--- config.mk ---
export PLATFORM = sky130hd
export DESIGN_NAME = xorshift32_range_generator
export DESIGN_NICKNAME = d
export VERILOG_FILES = /design/src/rtl/core/xrg_pkg.sv /design/src/rtl/core/xorshift32_range_generator.sv /design/src/rtl/core/xrg_rem_unit.sv
export SDC_FILE = /design/constraint.sdc
export NUM_CORES = 1
export LEC_CHECK = 0
export BUFFER_PORTS_ARGS = -buffer_cell sky130_fd_sc_hd__buf_2
export CORE_UTILIZATION = 45
export DETAILED_ROUTE_END_ITERATION = 8
export PLACE_DENSITY_LB_ADDON = 0.12
export SYNTH_ARGS = -nofsm -noshare
export SYNTH_HDL_FRONTEND = slang
export SYNTH_HIERARCHICAL = 1
export SYNTH_SLANG_ARGS = --single-unit
export TNS_END_PERCENT = 30
--- constraint.sdc ---
create_clock -name aclk -period 14.9 [get_ports aclk]
set_input_delay 2.98 -clock aclk [delete_from_list [all_inputs] [get_ports aclk]]
set_output_delay 2.98 -clock aclk [all_outputs]
set_load 0.1 [all_outputs]
--- src/rtl/core/xrg_pkg.sv ---
// ----------------------------------------------------------------------------
// xorshift32 range generator package
// Shared types, constants and the generator step function.
// ----------------------------------------------------------------------------
`default_nettype none

package xrg_pkg;

    localparam int WORD_W = 32;
    localparam int CNT_W  = 5;

    localparam int unsigned XS_SHIFT_A = 13;
    localparam int unsigned XS_SHIFT_B = 17;
    localparam int unsigned XS_SHIFT_C = 5;

    localparam logic [WORD_W-1:0] SEED_RESET = 32'd1;

    typedef logic [WORD_W-1:0] word_t;

    typedef enum logic [1:0] {
        ST_IDLE,
        ST_DIV,
        ST_DONE
    } state_t;

    // Control from the top level to the remainder unit
    typedef struct packed {
        logic  start;
        word_t dividend;
        word_t divisor;
    } div_ctrl_t;

    // Status from the remainder unit
    typedef struct packed {
        logic  done;
        word_t remainder;
    } div_stat_t;

    function automatic word_t xs_advance(input word_t x_in);
        word_t x;
        x = x_in;
        x = x ^ (x << XS_SHIFT_A);
        x = x ^ (x >> XS_SHIFT_B);
        x = x ^ (x << XS_SHIFT_C);
        return x;
    endfunction

endpackage

`default_nettype wire

--- src/rtl/core/xorshift32_range_generator.sv ---
// ----------------------------------------------------------------------------
// xorshift32 range generator
// Draws one xorshift32 word per request and folds it into [lower, upper).
// ----------------------------------------------------------------------------
// Each request runs these steps from acceptance to a result in the output
// register: the acceptance edge steps the generator and loads the remainder
// unit, then the bit-serial remainder unit runs (one quotient bit per
// cycle), the lower bound is added into a register, and ST_DONE moves the
// result into the output register. The next request is taken once the block
// is back in ST_IDLE, so a request never starts before the last has left
// ST_DONE. An empty range (upper equal to lower) skips the remainder unit: the
// result goes via ST_DONE to the output, the generator still advances, and
// lower comes back with m_tuser set. The block takes one request at a time;
// the output register lets the next request start while a result waits, and
// a finished result holds until that register is free. The seed write port
// is taken only while the block is idle with the output register empty, and
// reloads the generator word at once; requests hold off while a seed write
// is offered.
`default_nettype none

module xorshift32_range_generator (
    input  wire                 aclk,
    input  wire                 aresetn,
    // request channel
    input  wire                 s_tvalid,
    output logic                s_tready,
    input  wire  [63:0]         s_tdata,   // [31:0] lower_bound, [63:32] upper_bound
    // result channel
    output logic                m_tvalid,
    input  wire                 m_tready,
    output logic [31:0]         m_tdata,   // [31:0] value
    output logic                m_tuser,   // [0] range_error
    // seed write channel
    input  wire                 cfg_valid,
    output logic                cfg_ready,
    input  wire  [31:0]         cfg_data   // [31:0] seed
);
    import xrg_pkg::*;

    state_t     state_reg, state_next;
    word_t      gen_reg,   gen_next;
    word_t      lower_reg, lower_next;
    word_t      res_reg,   res_next;
    logic       err_reg,   err_next;

    logic       m_valid_reg, m_valid_next;
    word_t      m_data_reg,  m_data_next;
    logic       m_err_reg,   m_err_next;

    div_ctrl_t  div_ctrl;
    div_stat_t  div_stat;

    logic       s_acc;
    logic       cfg_acc;
    word_t      req_lower;
    word_t      req_upper;
    word_t      req_span;
    word_t      new_word;

    assign req_lower = s_tdata[31:0];
    assign req_upper = s_tdata[63:32];
    assign req_span  = req_upper - req_lower;
    assign new_word  = xs_advance(gen_reg);

    assign s_tready  = (state_reg == ST_IDLE) && !cfg_valid;
    assign cfg_ready = (state_reg == ST_IDLE) && !m_valid_reg;
    assign s_acc     = s_tvalid && s_tready;
    assign cfg_acc   = cfg_valid && cfg_ready;

    xrg_rem_unit u_rem (
        .aclk    (aclk),
        .aresetn (aresetn),
        .ctrl    (div_ctrl),
        .stat    (div_stat)
    );

    always_comb begin
        state_next   = state_reg;
        gen_next     = gen_reg;
        lower_next   = lower_reg;
        res_next     = res_reg;
        err_next     = err_reg;
        m_valid_next = m_valid_reg;
        m_data_next  = m_data_reg;
        m_err_next   = m_err_reg;

        div_ctrl.start    = 1'b0;
        div_ctrl.dividend = new_word;
        div_ctrl.divisor  = req_span;

        // drop the held result once the consumer takes it
        if (m_valid_reg && m_tready) begin
            m_valid_next = 1'b0;
        end

        case (state_reg)
            ST_IDLE: begin
                if (s_acc) begin
                    gen_next   = new_word;
                    lower_next = req_lower;
                    if (req_span == '0) begin
                        // empty range: no reduction, flag it
                        res_next   = req_lower;
                        err_next   = 1'b1;
                        state_next = ST_DONE;
                    end else begin
                        err_next       = 1'b0;
                        div_ctrl.start = 1'b1;
                        state_next     = ST_DIV;
                    end
                end
                // reload the generator on a seed write; requests hold off meanwhile
                if (cfg_acc) begin
                    gen_next = cfg_data;
                end
            end
            ST_DIV: begin
                if (div_stat.done) begin
                    res_next   = div_stat.remainder + lower_reg;
                    state_next = ST_DONE;
                end
            end
            ST_DONE: begin
                // hold until the output register is free
                if (!m_valid_reg || m_tready) begin
                    m_valid_next = 1'b1;
                    m_data_next  = res_reg;
                    m_err_next   = err_reg;
                    state_next   = ST_IDLE;
                end
            end
            default: begin
                state_next = ST_IDLE;
            end
        endcase
    end

    always_ff @(posedge aclk) begin
        if (!aresetn) begin
            state_reg   <= ST_IDLE;
            gen_reg     <= SEED_RESET;
            m_valid_reg <= 1'b0;
        end else begin
            state_reg   <= state_next;
            gen_reg     <= gen_next;
            m_valid_reg <= m_valid_next;
        end
    end

    always_ff @(posedge aclk) begin
        lower_reg  <= lower_next;
        res_reg    <= res_next;
        err_reg    <= err_next;
        m_data_reg <= m_data_next;
        m_err_reg  <= m_err_next;
    end

    assign m_tvalid = m_valid_reg;
    assign m_tdata  = m_data_reg;
    assign m_tuser  = m_err_reg;

endmodule

`default_nettype wire

--- src/rtl/core/xrg_rem_unit.sv ---
// ----------------------------------------------------------------------------
// xorshift32 range generator: remainder unit
// Restoring division, one quotient bit per cycle; keeps the remainder only.
// ----------------------------------------------------------------------------
`default_nettype none

module xrg_rem_unit (
    input  wire               aclk,
    input  wire               aresetn,
    input  xrg_pkg::div_ctrl_t ctrl,
    output xrg_pkg::div_stat_t stat
);
    import xrg_pkg::*;

    logic              busy_reg,  busy_next;
    logic              done_reg,  done_next;
    logic [CNT_W-1:0]  cnt_reg,   cnt_next;
    word_t             quot_reg,  quot_next;
    word_t             dvsr_reg,  dvsr_next;
    word_t             rem_reg,   rem_next;

    logic [WORD_W:0]   rem_shift;
    logic [WORD_W:0]   rem_diff;

    always_comb begin
        rem_shift = {rem_reg, quot_reg[WORD_W-1]};
        rem_diff  = rem_shift - {1'b0, dvsr_reg};

        busy_next = busy_reg;
        done_next = 1'b0;
        cnt_next  = cnt_reg;
        quot_next = quot_reg;
        dvsr_next = dvsr_reg;
        rem_next  = rem_reg;

        if (ctrl.start) begin
            busy_next = 1'b1;
            cnt_next  = '1;
            quot_next = ctrl.dividend;
            dvsr_next = ctrl.divisor;
            rem_next  = '0;
        end else if (busy_reg) begin
            // shift in the next dividend bit, subtract when it fits
            quot_next = {quot_reg[WORD_W-2:0], 1'b0};
            if (!rem_diff[WORD_W]) begin
                rem_next = rem_diff[WORD_W-1:0];
            end else begin
                rem_next = rem_shift[WORD_W-1:0];
            end
            cnt_next = cnt_reg - 1'b1;
            if (cnt_reg == '0) begin
                busy_next = 1'b0;
                done_next = 1'b1;
            end
        end
    end

    always_ff @(posedge aclk) begin
        if (!aresetn) begin
            busy_reg <= 1'b0;
            done_reg <= 1'b0;
            cnt_reg  <= '0;
        end else begin
            busy_reg <= busy_next;
            done_reg <= done_next;
            cnt_reg  <= cnt_next;
        end
    end

    always_ff @(posedge aclk) begin
        quot_reg <= quot_next;
        dvsr_reg <= dvsr_next;
        rem_reg  <= rem_next;
    end

    assign stat.done      = done_reg;
    assign stat.remainder = rem_reg;

endmodule

`default_nettype wire

==> impl_metrics.ini, run 1 <==
[run_status]
status = complete, no violations

[placement]
placed_area_sq_mm = 0.0159
gp_congestion = 0.932
dp.cells = 2053
portBuffers = 136
dp_hpwl_mm = 31.7
post-place-ws_ns = 6.02

[cells_and_area]
multiInputGateArea_sq_mm = 0.00796
fin_area_sq_mm = 0.0168
regArea_sq_mm = 0.00635
antennaDiodeCount = 0
final_cells = 2102
utilization_pct = 51.6
nFillCells = 3023
syn_to_final_growth_pct = 13.0
drive_gt1_share_pct = 15.4
layout.nets = 1840

[synthesis]
synth.area.mux_share_pct = 2.63
synthXorXnorAreaFrac_pct = 8.54
ys.warnings.count = 6
ys.flop_type = edfxtp_1
synth_seq_area_share_pct = 42.7
syn_area_sq_mm = 0.0149
ys_types = 92
yosys-top-cells-count = nand2_1, edfxtp_1, a21oi_1, xnor2_1, ha_1
yosys.cell_count.top_type = nand2_1
synth_nets = 1723
ys_seq_elements = 236
yosys.area_share.adder_pct = 8.48
synth_area_leaders = edfxtp_1, dfxtp_1, ha_1
synth-compound-area-share_pct = 20.2
postSynthAreaPerCell_sq_um = 9.76
yosys.area.top_type = edfxtp_1
synth_edf_count = 162
synthArstFlopShare_pct = 0
synth-simple-area-share_pct = 13.4
netlist_instances = 1523
netlist.area_leader.share_pct = 32.7
synth_top_family_by_area = compound AO/OA/AOI/OAI gates

[clock_network]
cts-root-buf = clkbuf_16
clockBufferDepth = 3
postCtsSetupRepairBufs = 0
clk_pin_slew_worst_paths_ns = 0.06
cts_resized = 0
clock_sink_count = 236
numCtsBuffers = 27
clkLatencyLatePin_ns = 0.54
htreeDepth = 1
ctsHoldBuffers = 0
cts_tree = built

[min_path]
hold_class = flop to flop
hp-start = res_reg[28]
whs_endpoint = m_tdata[28]
worstHoldPathCells = 0

[global_route]
grt_pass1_vias = 11227
grt_pass1_wl_mm = 64.6
grt_max_degree = 67
grt-ovfl-total = 0
antenna_found_initial = 0
grt.total_usage_pct = 24.9

[detailed_routing]
vias = 11973
routed_wl_mm = 41.9
final_antenna_net_count = 0
drt-vias-per-instance = 5.70
drc = 0
drt-initial-drc-count = 1075
first_pass_iters = 5
detail_route.wl_per_cell_um = 19.9

[floorplanning]
rows = 66
die_area_sq_mm = 0.0338
ios = 137
die_h_um = 184
die_w_um = 184
start_util_pct = 45.7
core_sq_mm = 0.0325

[power_and_ir_drop]
p_per_area_mw_per_mm2 = 155
p_leak_nw = 6.65
total_power_mw = 2.61
ir_drop_mv = 0.103

[worst_setup_path]
cp_max_fo = 46
cp.required_ns = 15.35
worstSetupPathType = input port to flop
rr_worst_depth = 8
cp-end-kind = flop
r2r_slack_ns = 10.90
cp-start-kind = input port
r2r-end = u_rem/rem_reg[27]
reg2reg_from = u_rem/rem_reg[12]
cp.arrival_ns = 8.89
startpoint = s_tdata[9]

[sta]
rsz0062_at_grt = no
setup_violations = 0
worst_pin_slew_ns = 1.25
finalCritPeriodShare_pct = 56.7
slew_violations = 0
fmax_ghz = 0.118
final.setup.worst_slack_ns = 6.46
finalHoldViolations = 0
tns_ns = 0
holdWs_ns = 0.416
skew_ns = 0.0123
max_slew_margin_pct = 16.3
layout_min_cycle_time_ns = 8.44

[run]
cap_viol_max_count = 0
-- report_power, final --
part	total (mW)	internal, mW	switching, mW	leakage [nW]
combinational	1.09	0.422	0.668	4.12
sequential	0.874	0.789	0.0853	2.11
clock	0.646	0.374	0.272	0.416
-- worst max-delay path by stage --
stage / end / slack (ns)
final: u_rem/rem_reg[25] / 6.46
after global routing: u_rem/rem_reg[26] / 6.00
after CTS: u_rem/rem_reg[26] / 6.58
after detailed placement: u_rem/rem_reg[28] / 6.02
after global placement: u_rem/rem_reg[26] / 6.32
after floorplan: u_rem/quot_reg[0] / 5.68
-- kinds of logic after synthesis --
family	Yosys count
and+or+nand+nor	413
AOI/OAI and AO/OA	449
buffers and inverters	146
muxes	35
adders and majority gates	99
DFF	236
xor gates and xnor gates	145
-- per-layer routing --
layer	part of all wire [%]	vias up	global-route usage, %
met2	40	410	34.8
li1	-	5857	-
met1	52	5661	39.6
met3	7.0	45	3.82
met5	0	-	0
met4	1.8	0	5.20
-- final cells by class --
type                    count  share of cell area [%]
inverters                  88                    1.97
clock inverters            16                   0.864
clock buffers              33                    4.22
repair buffers            146                    4.50
multi-input cells        1141                    47.4
flip-flops and latches    236                    37.8
well taps                 442                    3.29
-- worst max-delay path: stages --
cell	delay, ns
buf_2	0.10
inv_1	0.04
ha_1	0.37
a21o_1	0.21
o41ai_1	0.69
a211oi_1	0.29
o31ai_1	0.59
nand2_1	0.13
xor2_1	0.18
nor4_1	0.29
nand4_1	0.28
o21a_4	0.48
buf_4	0.37
nor2b_1	1.00
o21ai_0	0.54
o221ai_1	0.32
-- cells in the final DEF (no fill, tap or decap), types with 7 or more instances in the layout --
cell,instances
nor2b_1,7
o21ai_1,7
o21a_1,12
o21ai_0,89
a211oi_1,7
or3_1,9
xnor2_1,104
and2_1,11
ha_1,96
nand4_1,14
xor2_1,41
nor3_1,27
o311ai_0,8
and3_1,16
o31ai_1,18
buf_4,10
o21bai_1,8
a31oi_1,17
edfxtp_1,162
nand2b_1,22
inv_1,87
nand2_1,167
a22oi_1,30
a21oi_1,104
o211ai_1,15
a311oi_1,12
clkbuf_16,27
dfxtp_1,74
nand3_1,27
a21boi_0,39
buf_2,136
nor2_1,71
a21o_1,25
mux2_2,33
No activity file was read; power rests on OpenSTA's default activity.
==> run 2: changes to the inputs <==
==> constraint.sdc (replaced) <==
create_clock -name aclk -period 7 [get_ports aclk]
set_input_delay 1.4 -clock aclk [delete_from_list [all_inputs] [get_ports aclk]]
set_output_delay 1.4 -clock aclk [all_outputs]
set_load 0.1 [all_outputs]
==> run 2 against run 1 <==
Net effect: combinational power up 110%; flip-flop and latch count unchanged; sequential power increased by 110%; largest power group unchanged; first-iteration DRC count shrank 7.8%; critical path type unchanged.
==> impl_metrics.ini, run 2 (synthesis results as in run 1) <==
[detailed_routing]
vias = 12013
final_antenna_net_count = 0
met3WireLength_mm = 3.39
drt-vias-per-instance = 5.71
routed_wl_mm = 40.2
drt-initial-drc-count = 991
wirelength_met1_mm = 20.5
routed.top_layer = met4
detail_route.wl_per_cell_um = 19.1
drc = 0
first_pass_iters = 6
wl_met2_mm = 15.8

[sta]
setup_violations = 0
finalCritPeriodShare_pct = 80.0
skew_ns = 0.0200
tns_ns = 0
slew_violations = 0
worst_pin_slew_ns = 1.16
finalHoldViolations = 0
fmax_ghz = 0.178
final.setup.worst_slack_ns = 1.40
layout_min_cycle_time_ns = 5.60
max_slew_margin_pct = 22.5
rsz0062_at_grt = no

[worst_setup_path]
cp.arrival_ns = 6.03
path_delay_family = compound AO/OA/AOI/OAI gates
cp_max_fo = 15
slowest_delay_ns = 0.56
cp-end-kind = flop
r2r-end = u_rem/rem_reg[26]
cp.required_ns = 7.42
slowest_stage = a211oi_1
crit_chain = buf_2 -> ha_1 -> fa_1 -> nand2b_1 -> a21oi_2 -> o21ai_0 -> a211oi_1 -> o21ai_0 -> xnor2_1 -> or4_1 -> nor3_1 -> nand4_1 -> o21a_4 -> inv_1 -> nand2_1 -> o311ai_0
rr_worst_depth = 11
cp-start-kind = input port
startpoint = s_tdata[0]
worstSetupPathType = input port to flop
reg2reg_from = u_rem/quot_reg[31]
cpMostUsedCell = o21ai_0
r2r_slack_ns = 3.29
path_buf_inv = 2

[floorplanning]
rows = 66
start_util_pct = 45.7
die_w_um = 184
core_sq_mm = 0.0325
die_h_um = 184
die_area_sq_mm = 0.0338
ios = 137

[run_status]
status = complete, no violations

[global_route]
grt.total_usage_pct = 23.6
grt-ovfl-total = 0
grt_max_degree = 67
antenna_found_initial = 0
grt_pass1_wl_mm = 61.5
grt_pass1_vias = 10898

[cells_and_area]
utilization_pct = 51.6
layout.nets = 1842
final_common_cell = nand2_1
antennaDiodeCount = 0
final_cell_mix = nand2_1, edfxtp_1, buf_2
fin_area_sq_mm = 0.0168
drive_gt1_share_pct = 15.3
syn_to_final_growth_pct = 12.9

[clock_network]
ctsHoldBuffers = 0
cts-root-buf = clkbuf_16
clock_sink_count = 236
postCtsSetupRepairBufs = 0
cts_tree = built
htreeDepth = 1
numCtsBuffers = 26
clkLatencyLatePin_ns = 0.55
clockBufferDepth = 3
clk_pin_slew_worst_paths_ns = 0.06
cts_resized = 0

[min_path]
whs_endpoint = m_tdata[14]
worstHoldPathCells = 0
hp-start = res_reg[14]
hold_class = flop to flop

[placement]
post-place-ws_ns = 0.881
gp_congestion = 0.919
placed_area_sq_mm = 0.0160
portBuffers = 136
dp_hpwl_mm = 30.6

[power_and_ir_drop]
p_per_area_mw_per_mm2 = 326
p_leak_nw = 6.65
ir_drop_mv = 0.189
total_power_mw = 5.48

[run]
cap_viol_max_count = 0
## run 2: cell count changes in the layout (fill, tap and decap cells not counted), moves of 2 or more
cell and change:
clkinv_4 -2, bufinv_16 -2, clkbuf_16 +2, buf_4 +3
clkbuf_1 +2, inv_6 -3
## run 2: through the flow
stage               std cells  hold WS [ns]
finish                   2104         0.415
global placement         2056         0.401
CTS                      2104         0.418
floorplan                1523         0.400
global route             2104         0.424
detailed placement       2056         0.405
## run 2: per-layer routing
layer,vias to the layer above,GRT usage (%)
met4,0,4.73
met5,-,0
met1,5678,37.9
li1,5858,-
met3,35,3.70
met2,442,32.5
## run 2: worst register-to-register path: stages (launching register included)
cell and delay, ns:
edfxtp_1 0.45, inv_1 0.07, ha_1 0.23, fa_1 0.39, and2b_1 0.27, o2111ai_2 0.20
a211oi_4 0.41, o21bai_4 0.13, and3_4 0.19, or3_1 0.75, nand2_1 0.34, o221ai_1 0.14
## run 2: report_power, final
part / switching, mW / leakage, nW / internal [mW]
logic: 1.39 / 4.14 / 0.899
registers: 0.187 / 2.11 / 1.68
clock network: 0.558 / 0.405 / 0.767
total: 2.13 / 6.65 / 3.35
## run 2: worst max-delay path by stage
stage / slack (ns) / to / depth (start not counted)
after floorplan: 0.13 / res_reg[0] / 13
after global placement: 1.04 / u_rem/rem_reg[0] / 16
after detailed placement: 0.88 / u_rem/rem_reg[1] / 16
after CTS: 1.45 / u_rem/rem_reg[1] / 16
after global routing: 0.99 / u_rem/rem_reg[7] / 16
final: 1.40 / u_rem/rem_reg[1] / 16
## run 2: area by class of cell
type	count	area, sq um
Fill cell	3064	15700
Inverter	88	330
Sequential cell	236	6350
Multi-Input combinational cell	1141	7960
Tap cell	442	553
Clock buffer	38	779
Timing Repair Buffer	149	778
Clock inverter	10	42.5
